`src/sv/rmoa_pkg.sv`:
```
package rmoa_pkg;

  // Capacity of the digit stores
  localparam int MAX_DIGITS = 64;
  localparam int ADDR_W     = $clog2(MAX_DIGITS);
  localparam int LEN_W      = $clog2(MAX_DIGITS + 1);

  // Field widths
  localparam int CHAR_W  = 8;
  localparam int DIGIT_W = 6;
  localparam int RADIX_W = 6;

  // Column sum and carry: with digits below 36 the carry never exceeds 70
  localparam int SUM_W   = 8;
  localparam int CARRY_W = 7;

  localparam logic [RADIX_W-1:0] RADIX_RESET = RADIX_W'(10);
  localparam int                 RADIX_MIN   = 2;
  localparam int                 RADIX_MAX   = 36;

  localparam logic [CHAR_W-1:0] CHAR_ZERO = 8'h30;
  localparam logic [CHAR_W-1:0] CHAR_NINE = 8'h39;
  localparam logic [CHAR_W-1:0] CHAR_A    = 8'h41;
  localparam logic [CHAR_W-1:0] CHAR_Z    = 8'h5A;
  localparam int                DEC_TEN   = 10;

  // Digit value given to a character that is not a digit at all
  localparam logic [DIGIT_W-1:0] DIGIT_NONE = '1;

  // Reciprocals for the carry: floor(s / b) == (s * RCP_TABLE[b]) >> RCP_SHIFT
  // for every column sum s below 2**SUM_W.
  localparam int RCP_SHIFT = 16;
  localparam int RCP_W     = 16;
  localparam int RCP_NUM   = (1 << RCP_SHIFT) - 1;

  localparam logic [RCP_W-1:0] RCP_TABLE [0:RADIX_MAX] = '{
    RCP_W'(0),              RCP_W'(0),              RCP_W'(RCP_NUM / 2 + 1),
    RCP_W'(RCP_NUM / 3 + 1),  RCP_W'(RCP_NUM / 4 + 1),  RCP_W'(RCP_NUM / 5 + 1),
    RCP_W'(RCP_NUM / 6 + 1),  RCP_W'(RCP_NUM / 7 + 1),  RCP_W'(RCP_NUM / 8 + 1),
    RCP_W'(RCP_NUM / 9 + 1),  RCP_W'(RCP_NUM / 10 + 1), RCP_W'(RCP_NUM / 11 + 1),
    RCP_W'(RCP_NUM / 12 + 1), RCP_W'(RCP_NUM / 13 + 1), RCP_W'(RCP_NUM / 14 + 1),
    RCP_W'(RCP_NUM / 15 + 1), RCP_W'(RCP_NUM / 16 + 1), RCP_W'(RCP_NUM / 17 + 1),
    RCP_W'(RCP_NUM / 18 + 1), RCP_W'(RCP_NUM / 19 + 1), RCP_W'(RCP_NUM / 20 + 1),
    RCP_W'(RCP_NUM / 21 + 1), RCP_W'(RCP_NUM / 22 + 1), RCP_W'(RCP_NUM / 23 + 1),
    RCP_W'(RCP_NUM / 24 + 1), RCP_W'(RCP_NUM / 25 + 1), RCP_W'(RCP_NUM / 26 + 1),
    RCP_W'(RCP_NUM / 27 + 1), RCP_W'(RCP_NUM / 28 + 1), RCP_W'(RCP_NUM / 29 + 1),
    RCP_W'(RCP_NUM / 30 + 1), RCP_W'(RCP_NUM / 31 + 1), RCP_W'(RCP_NUM / 32 + 1),
    RCP_W'(RCP_NUM / 33 + 1), RCP_W'(RCP_NUM / 34 + 1), RCP_W'(RCP_NUM / 35 + 1),
    RCP_W'(RCP_NUM / 36 + 1)
  };

  typedef enum logic [2:0] {
    ST_IDLE,
    ST_ACC,
    ST_EMIT_READ,
    ST_EMIT_LOAD,
    ST_EMIT_HOLD
  } rmoa_state_t;

  // Controller to datapath
  typedef struct packed {
    logic take;
    logic acc_step;
    logic acc_fin;
    logic emit_next;
    logic emit_load;
    logic emit_done;
  } rmoa_cmd_t;

  // Datapath to controller
  typedef struct packed {
    logic need_acc;
    logic set_end;
    logic eos_pend;
    logic acc_done;
    logic emit_last;
  } rmoa_sts_t;

  function automatic logic [DIGIT_W-1:0] char_value(input logic [CHAR_W-1:0] c);
    logic [DIGIT_W-1:0] v;
    if (c >= CHAR_ZERO && c <= CHAR_NINE) begin
      v = DIGIT_W'(c - CHAR_ZERO);
    end else if (c >= CHAR_A && c <= CHAR_Z) begin
      v = DIGIT_W'(c - CHAR_A + CHAR_W'(DEC_TEN));
    end else begin
      v = DIGIT_NONE;
    end
    return v;
  endfunction

  function automatic logic [CHAR_W-1:0] digit_char_of(input logic [DIGIT_W-1:0] v);
    logic [CHAR_W-1:0] c;
    if (v < DIGIT_W'(DEC_TEN)) begin
      c = CHAR_ZERO + CHAR_W'(v);
    end else begin
      c = CHAR_A + CHAR_W'(v) - CHAR_W'(DEC_TEN);
    end
    return c;
  endfunction

endpackage

```
`src/sv/rmoa_in_if.sv`:
```
interface rmoa_in_if import rmoa_pkg::*; ();
  logic              valid;
  logic              ready;
  logic [CHAR_W-1:0] digit_char;
  logic              end_of_number;
  logic              end_of_set;

  modport source (output valid, digit_char, end_of_number, end_of_set, input ready);
  modport sink   (input valid, digit_char, end_of_number, end_of_set, output ready);
endinterface

```
`src/sv/rmoa_out_if.sv`:
```
interface rmoa_out_if import rmoa_pkg::*; ();
  logic              valid;
  logic              ready;
  logic [CHAR_W-1:0] sum_char;
  logic              last_char;
  logic              invalid_seen;
  logic              overflow;

  modport source (output valid, sum_char, last_char, invalid_seen, overflow, input ready);
  modport sink   (input valid, sum_char, last_char, invalid_seen, overflow, output ready);
endinterface

```
`src/sv/rmoa_cfg_if.sv`:
```
interface rmoa_cfg_if import rmoa_pkg::*; ();
  logic               valid;
  logic               ready;
  logic [RADIX_W-1:0] radix;

  modport source (output valid, radix, input ready);
  modport sink   (input valid, radix, output ready);
endinterface

```
`src/sv/rmoa_ram.sv`:
```
module rmoa_ram #(
  parameter int WIDTH = 8,
  parameter int DEPTH = 64
) (
  input  logic                     clk,
  input  logic                     we,
  input  logic [$clog2(DEPTH)-1:0] waddr,
  input  logic [WIDTH-1:0]         wdata,
  input  logic [$clog2(DEPTH)-1:0] raddr,
  output logic [WIDTH-1:0]         rdata
);

  logic [WIDTH-1:0] mem_r [DEPTH];
  logic [WIDTH-1:0] rdata_r;

  always_ff @(posedge clk) begin
    if (we) begin
      mem_r[waddr] <= wdata;
    end
    rdata_r <= mem_r[raddr];
  end

  assign rdata = rdata_r;

endmodule

```
`src/sv/rmoa_ctrl.sv`:
```
module rmoa_ctrl import rmoa_pkg::*; (
  input  logic      clk,
  input  logic      rst_n,
  input  logic      in_valid,
  output logic      in_ready,
  output logic      out_valid,
  input  logic      out_ready,
  input  rmoa_sts_t sts,
  output rmoa_cmd_t cmd
);

  rmoa_state_t state_r, state_nxt;

  always_ff @(posedge clk) begin
    if (!rst_n) begin
      state_r <= ST_IDLE;
    end else begin
      state_r <= state_nxt;
    end
  end

  always_comb begin
    state_nxt = state_r;
    unique case (state_r)
      ST_IDLE: begin
        if (in_valid) begin
          priority if (sts.need_acc) state_nxt = ST_ACC;
          else if (sts.set_end)      state_nxt = ST_EMIT_READ;
          else                       state_nxt = ST_IDLE;
        end
      end
      ST_ACC: begin
        if (sts.acc_done) begin
          state_nxt = sts.eos_pend ? ST_EMIT_READ : ST_IDLE;
        end
      end
      ST_EMIT_READ: state_nxt = ST_EMIT_LOAD;
      ST_EMIT_LOAD: state_nxt = ST_EMIT_HOLD;
      ST_EMIT_HOLD: begin
        if (out_ready) begin
          state_nxt = sts.emit_last ? ST_IDLE : ST_EMIT_LOAD;
        end
      end
      default: state_nxt = ST_IDLE;
    endcase
  end

  always_comb begin
    cmd       = '0;
    in_ready  = 1'b0;
    out_valid = 1'b0;
    unique case (state_r)
      ST_IDLE: begin
        in_ready = 1'b1;
        cmd.take = in_valid;
      end
      ST_ACC: begin
        cmd.acc_step = !sts.acc_done;
        cmd.acc_fin  = sts.acc_done;
      end
      ST_EMIT_READ: ;
      ST_EMIT_LOAD: cmd.emit_load  = 1'b1;
      ST_EMIT_HOLD: begin
        out_valid     = 1'b1;
        cmd.emit_next = out_ready && !sts.emit_last;
        cmd.emit_done = out_ready && sts.emit_last;
      end
      default: ;
    endcase
  end

endmodule

```
`src/sv/rmoa_dp.sv`:
```
module rmoa_dp import rmoa_pkg::*; (
  input  logic               clk,
  input  logic               rst_n,
  input  rmoa_cmd_t          cmd,
  output rmoa_sts_t          sts,
  input  logic               cfg_valid,
  input  logic [RADIX_W-1:0] cfg_radix,
  input  logic [CHAR_W-1:0]  digit_char,
  input  logic               end_of_number,
  input  logic               end_of_set,
  output logic [CHAR_W-1:0]  sum_char,
  output logic               last_char,
  output logic               invalid_seen,
  output logic               overflow
);

  logic [RADIX_W-1:0] radix_r;
  logic [RADIX_W-1:0] base;

  logic [LEN_W-1:0]  ilen_r, tlen_r, pcol_r, longest, icol;
  logic [ADDR_W-1:0] wp_r, wp_inc, rp_r, rp_src, irp, ek_r, wcol_r, t_raddr;
  logic              bad_r, inv_r, ovf_r, eos_r, pv_r, wv_r, last_r;

  logic [DIGIT_W-1:0] in_val, i_rdata, t_rdata, t_wdata;
  logic               in_ok, is_end, bad_now, full, cont;

  logic [CARRY_W-1:0]       carry_r, wq_r, q;
  logic [SUM_W-1:0]         a, b, sum, ws_r, rem;
  logic [SUM_W+RCP_W-1:0]   prod;
  logic [CARRY_W+RADIX_W-1:0] wprod;
  logic [CHAR_W-1:0]        sum_char_r;

  // Configuration register
  always_ff @(posedge clk) begin
    if (!rst_n) begin
      radix_r <= RADIX_RESET;
    end else if (cfg_valid) begin
      radix_r <= cfg_radix;
    end
  end

  always_comb begin
    priority if (radix_r < RADIX_W'(RADIX_MIN)) base = RADIX_W'(RADIX_MIN);
    else if (radix_r > RADIX_W'(RADIX_MAX))     base = RADIX_W'(RADIX_MAX);
    else                                        base = radix_r;
  end

  // Digit intake
  assign in_val  = char_value(digit_char);
  assign in_ok   = in_val < base;
  assign is_end  = end_of_number || end_of_set;
  assign bad_now = bad_r || !in_ok;
  assign full    = ilen_r == LEN_W'(MAX_DIGITS);
  assign wp_inc  = (wp_r == ADDR_W'(MAX_DIGITS - 1)) ? '0 : wp_r + 1'b1;

  // Column walk: the incoming store is read backwards from the newest digit
  assign longest = (tlen_r > ilen_r) ? tlen_r : ilen_r;
  assign cont    = pv_r && (pcol_r < LEN_W'(MAX_DIGITS)) &&
                   ((pcol_r < longest) || (carry_r != '0));
  assign icol    = pv_r ? pcol_r + 1'b1 : '0;
  assign rp_src  = pv_r ? rp_r : wp_r;
  assign irp     = (rp_src == '0) ? ADDR_W'(MAX_DIGITS - 1) : rp_src - 1'b1;

  assign a    = (pcol_r < tlen_r) ? SUM_W'(t_rdata) : '0;
  assign b    = (pcol_r < ilen_r) ? SUM_W'(i_rdata) : '0;
  assign sum  = a + b + SUM_W'(carry_r);
  assign prod = {{RCP_W{1'b0}}, sum} * {{SUM_W{1'b0}}, RCP_TABLE[base]};
  assign q    = prod[RCP_SHIFT +: CARRY_W];

  // Remainder one stage later, off the carry loop
  assign wprod   = {{RADIX_W{1'b0}}, wq_r} * {{CARRY_W{1'b0}}, base};
  assign rem     = ws_r - wprod[SUM_W-1:0];
  assign t_wdata = DIGIT_W'(rem);

  always_comb begin
    priority if (cmd.acc_step) t_raddr = icol[ADDR_W-1:0];
    else if (cmd.emit_next)    t_raddr = ek_r - 1'b1;
    else                       t_raddr = ek_r;
  end

  rmoa_ram #(.WIDTH(DIGIT_W), .DEPTH(MAX_DIGITS)) u_in_ram (
    .clk   (clk),
    .we    (cmd.take && in_ok),
    .waddr (wp_r),
    .wdata (in_val),
    .raddr (irp),
    .rdata (i_rdata)
  );

  rmoa_ram #(.WIDTH(DIGIT_W), .DEPTH(MAX_DIGITS)) u_tot_ram (
    .clk   (clk),
    .we    (wv_r),
    .waddr (wcol_r),
    .wdata (t_wdata),
    .raddr (t_raddr),
    .rdata (t_rdata)
  );

  // Control state
  always_ff @(posedge clk) begin
    if (!rst_n) begin
      ilen_r <= '0;
      wp_r   <= '0;
      bad_r  <= 1'b0;
      inv_r  <= 1'b0;
      ovf_r  <= 1'b0;
      tlen_r <= '0;
      eos_r  <= 1'b0;
      pv_r   <= 1'b0;
      wv_r   <= 1'b0;
    end else begin
      pv_r <= cmd.acc_step;
      wv_r <= cont;
      if (cmd.take) begin
        eos_r <= end_of_set;
        if (in_ok && full) ovf_r <= 1'b1;
        if (is_end && bad_now) begin
          // drop the whole number
          inv_r  <= 1'b1;
          ilen_r <= '0;
          wp_r   <= '0;
        end else if (in_ok) begin
          wp_r <= wp_inc;
          if (!full) ilen_r <= ilen_r + 1'b1;
        end
        if (is_end) begin
          bad_r <= 1'b0;
        end else if (!in_ok) begin
          bad_r <= 1'b1;
        end
      end
      if (cmd.acc_fin) begin
        tlen_r <= pcol_r;
        ilen_r <= '0;
        wp_r   <= '0;
        if (carry_r != '0) ovf_r <= 1'b1;
      end
      if (cmd.emit_done) begin
        tlen_r <= '0;
        inv_r  <= 1'b0;
        ovf_r  <= 1'b0;
      end
    end
  end

  // Payload registers
  always_ff @(posedge clk) begin
    if (cmd.acc_step) begin
      pcol_r <= icol;
      rp_r   <= irp;
      if (!pv_r) carry_r <= '0;
    end
    if (cont) begin
      carry_r <= q;
      ws_r    <= sum;
      wq_r    <= q;
      wcol_r  <= pcol_r[ADDR_W-1:0];
    end
    if (cmd.acc_fin) begin
      ek_r <= ADDR_W'(pcol_r - 1'b1);
    end
    if (cmd.emit_next) begin
      ek_r <= ek_r - 1'b1;
    end
    if (cmd.emit_load) begin
      sum_char_r <= (tlen_r == '0) ? CHAR_ZERO : digit_char_of(t_rdata);
      last_r     <= (tlen_r == '0) || (ek_r == '0);
    end
  end

  assign sts.need_acc  = is_end && !bad_now;
  assign sts.set_end   = end_of_set;
  assign sts.eos_pend  = eos_r;
  assign sts.acc_done  = pv_r && !cont;
  assign sts.emit_last = last_r;

  assign sum_char     = sum_char_r;
  assign last_char    = last_r;
  assign invalid_seen = inv_r;
  assign overflow     = ovf_r;

  a_rem_below_base: assert property (@(posedge clk) disable iff (!rst_n)
    wv_r |-> (rem < SUM_W'(base)))
    else $error("column remainder not below base");

  a_ilen_cap: assert property (@(posedge clk) disable iff (!rst_n)
    ilen_r <= LEN_W'(MAX_DIGITS))
    else $error("incoming length beyond capacity");

  a_tlen_cap: assert property (@(posedge clk) disable iff (!rst_n)
    tlen_r <= LEN_W'(MAX_DIGITS))
    else $error("total length beyond capacity");

  a_char_digit: assert property (@(posedge clk) disable iff (!rst_n)
    cmd.emit_load |=> ((sum_char_r >= CHAR_ZERO && sum_char_r <= CHAR_NINE) ||
                       (sum_char_r >= CHAR_A && sum_char_r <= CHAR_Z)))
    else $error("emitted character is not a digit");

endmodule

```
`src/sv/radix_multi_operand_adder.sv`:
```
// A number's closing digit holds off the input while the adder walks its columns,
// columns being the longer of total and number plus any final carry;
// the adder retires one column per cycle through the total store's read port.
// End of set: each sum character is read, then registered for output and held until taken.
// Reset: radix 10, lengths and flags cleared; digit stores need no clearing pass.
module radix_multi_operand_adder import rmoa_pkg::*; (
  input  logic       clk,
  input  logic       rst_n,
  rmoa_in_if.sink    in_ch,
  rmoa_out_if.source out_ch,
  rmoa_cfg_if.sink   cfg_ch
);

  rmoa_cmd_t cmd;
  rmoa_sts_t sts;

  // Radix writes are always taken; the user must send them only when idle (not enforced).
  assign cfg_ch.ready = 1'b1;

  // Sequence intake, column addition and emission of the total.
  rmoa_ctrl u_ctrl (
    .clk       (clk),
    .rst_n     (rst_n),
    .in_valid  (in_ch.valid),
    .in_ready  (in_ch.ready),
    .out_valid (out_ch.valid),
    .out_ready (out_ch.ready),
    .sts       (sts),
    .cmd       (cmd)
  );

  // Hold the digit stores, the running total and the result register.
  rmoa_dp u_dp (
    .clk           (clk),
    .rst_n         (rst_n),
    .cmd           (cmd),
    .sts           (sts),
    .cfg_valid     (cfg_ch.valid),
    .cfg_radix     (cfg_ch.radix),
    .digit_char    (in_ch.digit_char),
    .end_of_number (in_ch.end_of_number),
    .end_of_set    (in_ch.end_of_set),
    .sum_char      (out_ch.sum_char),
    .last_char     (out_ch.last_char),
    .invalid_seen  (out_ch.invalid_seen),
    .overflow      (out_ch.overflow)
  );

endmodule
```
`src/flat_wrapper.sv`:
```
// flat-port wrapper written by rule: the top's interface ports become plain ports
module radix_multi_operand_adder_flat import rmoa_pkg::*;
  (clk, rst_n, in_ch_valid, in_ch_digit_char, in_ch_end_of_number, in_ch_end_of_set, in_ch_ready, out_ch_valid, out_ch_sum_char, out_ch_last_char, out_ch_invalid_seen, out_ch_overflow, out_ch_ready, cfg_ch_valid, cfg_ch_radix, cfg_ch_ready);
  rmoa_in_if in_ch_i ();
  rmoa_out_if out_ch_i ();
  rmoa_cfg_if cfg_ch_i ();
  input  logic clk;
  input  logic rst_n;
  input wire logic [$bits(in_ch_i.valid)-1:0] in_ch_valid;
  input wire logic [$bits(in_ch_i.digit_char)-1:0] in_ch_digit_char;
  input wire logic [$bits(in_ch_i.end_of_number)-1:0] in_ch_end_of_number;
  input wire logic [$bits(in_ch_i.end_of_set)-1:0] in_ch_end_of_set;
  output wire logic [$bits(in_ch_i.ready)-1:0] in_ch_ready;
  output wire logic [$bits(out_ch_i.valid)-1:0] out_ch_valid;
  output wire logic [$bits(out_ch_i.sum_char)-1:0] out_ch_sum_char;
  output wire logic [$bits(out_ch_i.last_char)-1:0] out_ch_last_char;
  output wire logic [$bits(out_ch_i.invalid_seen)-1:0] out_ch_invalid_seen;
  output wire logic [$bits(out_ch_i.overflow)-1:0] out_ch_overflow;
  input wire logic [$bits(out_ch_i.ready)-1:0] out_ch_ready;
  input wire logic [$bits(cfg_ch_i.valid)-1:0] cfg_ch_valid;
  input wire logic [$bits(cfg_ch_i.radix)-1:0] cfg_ch_radix;
  output wire logic [$bits(cfg_ch_i.ready)-1:0] cfg_ch_ready;
  assign in_ch_i.valid = in_ch_valid;
  assign in_ch_i.digit_char = in_ch_digit_char;
  assign in_ch_i.end_of_number = in_ch_end_of_number;
  assign in_ch_i.end_of_set = in_ch_end_of_set;
  assign in_ch_ready = in_ch_i.ready;
  assign out_ch_valid = out_ch_i.valid;
  assign out_ch_sum_char = out_ch_i.sum_char;
  assign out_ch_last_char = out_ch_i.last_char;
  assign out_ch_invalid_seen = out_ch_i.invalid_seen;
  assign out_ch_overflow = out_ch_i.overflow;
  assign out_ch_i.ready = out_ch_ready;
  assign cfg_ch_i.valid = cfg_ch_valid;
  assign cfg_ch_i.radix = cfg_ch_radix;
  assign cfg_ch_ready = cfg_ch_i.ready;
  radix_multi_operand_adder u_core (.clk(clk), .rst_n(rst_n), .in_ch(in_ch_i), .out_ch(out_ch_i), .cfg_ch(cfg_ch_i));
endmodule
```
`config.mk`:
```
export PLATFORM = sky130hd
export DESIGN_NAME = radix_multi_operand_adder_flat
export DESIGN_NICKNAME = d
export VERILOG_FILES = /design/src/sv/rmoa_pkg.sv /design/src/sv/rmoa_in_if.sv /design/src/sv/rmoa_out_if.sv /design/src/sv/rmoa_cfg_if.sv /design/src/sv/rmoa_ram.sv /design/src/sv/rmoa_ctrl.sv /design/src/sv/rmoa_dp.sv /design/src/sv/radix_multi_operand_adder.sv /design/src/flat_wrapper.sv
export SDC_FILE = /design/constraint.sdc
export NUM_CORES = 2
export LEC_CHECK = 0
export ABC_AREA = 0
export BUFFER_PORTS_ARGS = -buffer_cell sky130_fd_sc_hd__clkbuf_2
export CORE_ASPECT_RATIO = 1.4
export CORE_MARGIN = 2
export CORE_UTILIZATION = 58
export DETAILED_ROUTE_END_ITERATION = 8
export PLACE_DENSITY = 0.89
export SYNTH_ARGS = -nofsm -noshare
export SYNTH_HDL_FRONTEND = slang
export SYNTH_SLANG_ARGS = --single-unit
```
`constraint.sdc`:
```
create_clock -name clk -period 8.4 [get_ports clk]
set_input_delay 0.42 -clock clk [delete_from_list [all_inputs] [get_ports clk]]
set_output_delay 0.42 -clock clk [all_outputs]
set_load 0.05 [all_outputs]
```
==> results_dict.tcl <==
set metrics [dict create \
    crit_family "adder cells" \
    grt_pass1_vias 29350 \
    p_leak_nw 17.03 \
    slew_violations 0 \
    synth_nets 3769 \
    htree_levels 3 \
    cts_buffer_depth 3 \
    ant_nets 0 \
    area_growth_pct 10.33 \
    syn-instance-count 3535 \
    path_class "reg -> reg" \
    finalSetupViolCount 0 \
    synthTopCellsByArea "edfxtp_1 (59%), nand2_1 (5.3%), fa_1 (4.5%)" \
    tightest_slew_ns 1.270 \
    cts_root_buf "clkbuf_16" \
    routed_wl_mm 105.9 \
    fmax_ghz 0.1193 \
    core-area_um2 71550 \
    synth_edf_count 820 \
    yosys_warnings 0 \
    clock_sinks 867 \
    viasPerCell 6.475 \
    gr-total-overflow 0 \
    place_hpwl_mm 66.73 \
    whs_path_depth 3 \
    netlist_area_um2 41900 \
    die_y_um 322.0 \
    ir_worst_vdd_mv 0.7735 \
    cts_buffers 76 \
    post-place-ws_ns -0.2892 \
    finalClockSkew_ns 0.03221 \
    drc_errors 0 \
    required_ns 8.78 \
    power_density_nw_per_um2 394.9 \
    design_area_um2 46230 \
    critPathSlowestCell "fa_2" \
    cp.arrival_ns 8.76 \
    synth.largest_area_cell "edfxtp_1" \
    cp_common_cell "a21o_1" \
    nFillCells 4791 \
    cts_tree "done" \
    wl_per_cell_um 23.18 \
    async_reset_ff_share_pct 0 \
    ys_dominant_reg_cell "edfxtp_1" \
    path_max_fanout 4 \
    num_vias 29580 \
    yosys_register_bits 867 \
    r2r_cells 37 \
    initial_core_util_pct 58.55 \
    hp-class "in -> reg" \
    fin_ws_ns 0.01873 \
    cp.buffers_inverters 4 \
    dpl_cell_area_um2 43390 \
    cp.depth 37 \
    status "complete, no violations" \
    insertion_delay_ns 0.65 \
    synth.most_common_cell "edfxtp_1" \
    drv_cap 0 \
    nets 3797 \
    clk_pin_slew_ns 0.07 \
    die_w_um 231.2 \
    startpoint_type "register" \
    hold_violations 0 \
    finish.utilization_pct 64.60 \
    drt_iter0_markers 4444 \
    period_share_pct 99.78 \
    dieArea_um2 74430 \
    rsz0062_at_grt "yes" \
    syn_avg_cell_area_um2 11.85 \
    period_minus_slack_ns 8.381 \
    seq_area_frac_synth_pct 61.02 \
    dpl.cell_count 4414 \
    portBuffers 32 \
    dr.pass1.iters 6 \
    end_kind "register" \
    grt_max_degree 193 \
    synth_cell_type_count 89 \
    drive_above_1_share_pct 10.18 \
    fin_cells 4568 \
    synth_top_cell_area_share_pct 58.77 \
    num_io_pins 35 \
    synthTopCellsByCount "edfxtp_1 (820), nand2_1 (589), nor2_1 (318)" \
    antenna_found_initial 3 \
    grtUsageTotal_pct 28.27 \
    max_stage_delay_ns 0.53 \
    place.gp.congestion 0.9223 \
    row_count 116 \
    maxSlewHeadroom_pct 15.33 \
    grt_first_pass_wirelength_mm 162.5 \
]
## placed cells by master (no fill, tap or decap), drive strengths merged, types with 46 or more instances in the layout
master,Yosys,layout
edfxtp,820,820
nand2,590,590
nor2,319,319
nand3,258,258
inv,178,184
a21oi,171,171
clkbuf,144,124
ha,118,118
buf,54,114
o221ai,98,98
fa,95,95
mux2i,92,92
o21ai,51,51
dfxtp,47,47
xnor2,46,46
## state kept, by name (all words and copies together), names as in the netlist, 7 cells and up
signal	cells
u_core.u_dp.u_in_ram.mem_r	384
u_core.u_dp.u_tot_ram.mem_r	384
u_core.u_dp.carry_r	7
u_core.u_dp.ilen_r	7
u_core.u_dp.pcol_r	7
u_core.u_dp.sum_char	7
u_core.u_dp.tlen_r	7
## per-layer routing
metal	global-route usage, %	wire [um]	vias up
met1	32.60	35400	14160
met2	48.89	53370	2050
met4	17.49	7240	0
met5	0	0	-
li1	-	-	12870
met3	5.073	9895	505
## worst reg2reg max path, delay by kind of cell, from the launching register on
family,cells,cell delay (ns)
adders and majority gates,8,3.21
AOI/OAI and AO/OA,17,2.92
and+or+nand+nor,6,0.91
DFF,1,0.44
buffers and inverters,4,0.34
xor gates and xnor gates,2,0.31
## final timing paths
path | slack [ns] | to | startpoint
max reg2reg | 0.02 | u_core.u_dp.carry_r[6] | u_core.u_dp.pcol_r[1]
max | 0.02 | u_core.u_dp.carry_r[6] | u_core.u_dp.pcol_r[1]
min | 0.04 | u_core.u_dp.radix_r[5] | cfg_ch_radix[5]
min reg2reg | 0.47 | u_core.u_dp.eos_r | u_core.u_dp.eos_r
## report_power, final
group | switching [W] | total (W) | internal [W]
combinational | 0.00534 | 0.00835 | 0.00301
sequential | 0.0000821 | 0.00637 | 0.00629
clock | 0.00159 | 0.00353 | 0.00195
## final cells by class
type / count / area (um^2) / share of cell area [%]
inverters: 179 / 671.9 / 1.454
clock buffers: 92 / 2004 / 4.336
well taps: 944 / 1181 / 2.555
multi-input cells: 2291 / 15230 / 32.94
flip-flops and latches: 867 / 25560 / 55.30
clock inverters: 46 / 488.0 / 1.056
repair buffers: 148 / 1085 / 2.347
diodes: 1 / 2.502 / 0.005413
## stage by stage
step	TNS [ns]	power [W]	hold WS, ns
3_5_place_dp	-0.7345	0.01398	0.4633
4_1_cts	0	0.01776	0.01947
3_3_place_gp	-0.08309	0.01370	0.4506
5_1_grt	-0.4877	0.01931	0.04406
2_1_floorplan	0	0.01129	0.4367
6_report	0	0.01825	0.03556
## kinds of logic after synthesis
family,synth area share (%)
other cells,0.01792
fa+ha+maj,8.063
simple gates,14.55
mux,2.523
compound gates,8.944
xor+xnor,1.338
flops,61.02
buf+inv,3.545
## timing repair
item                                   CTS  global route
buffers inserted                         9             6
setup endpoints to repair                6             9
endpoints found under the hold margin    2             0
hold buffers                             2             0
cloned                                   0             0
pin swaps                               44            30
resized for setup                       24            29
Note: power is estimated with default switching activity, not from simulation.
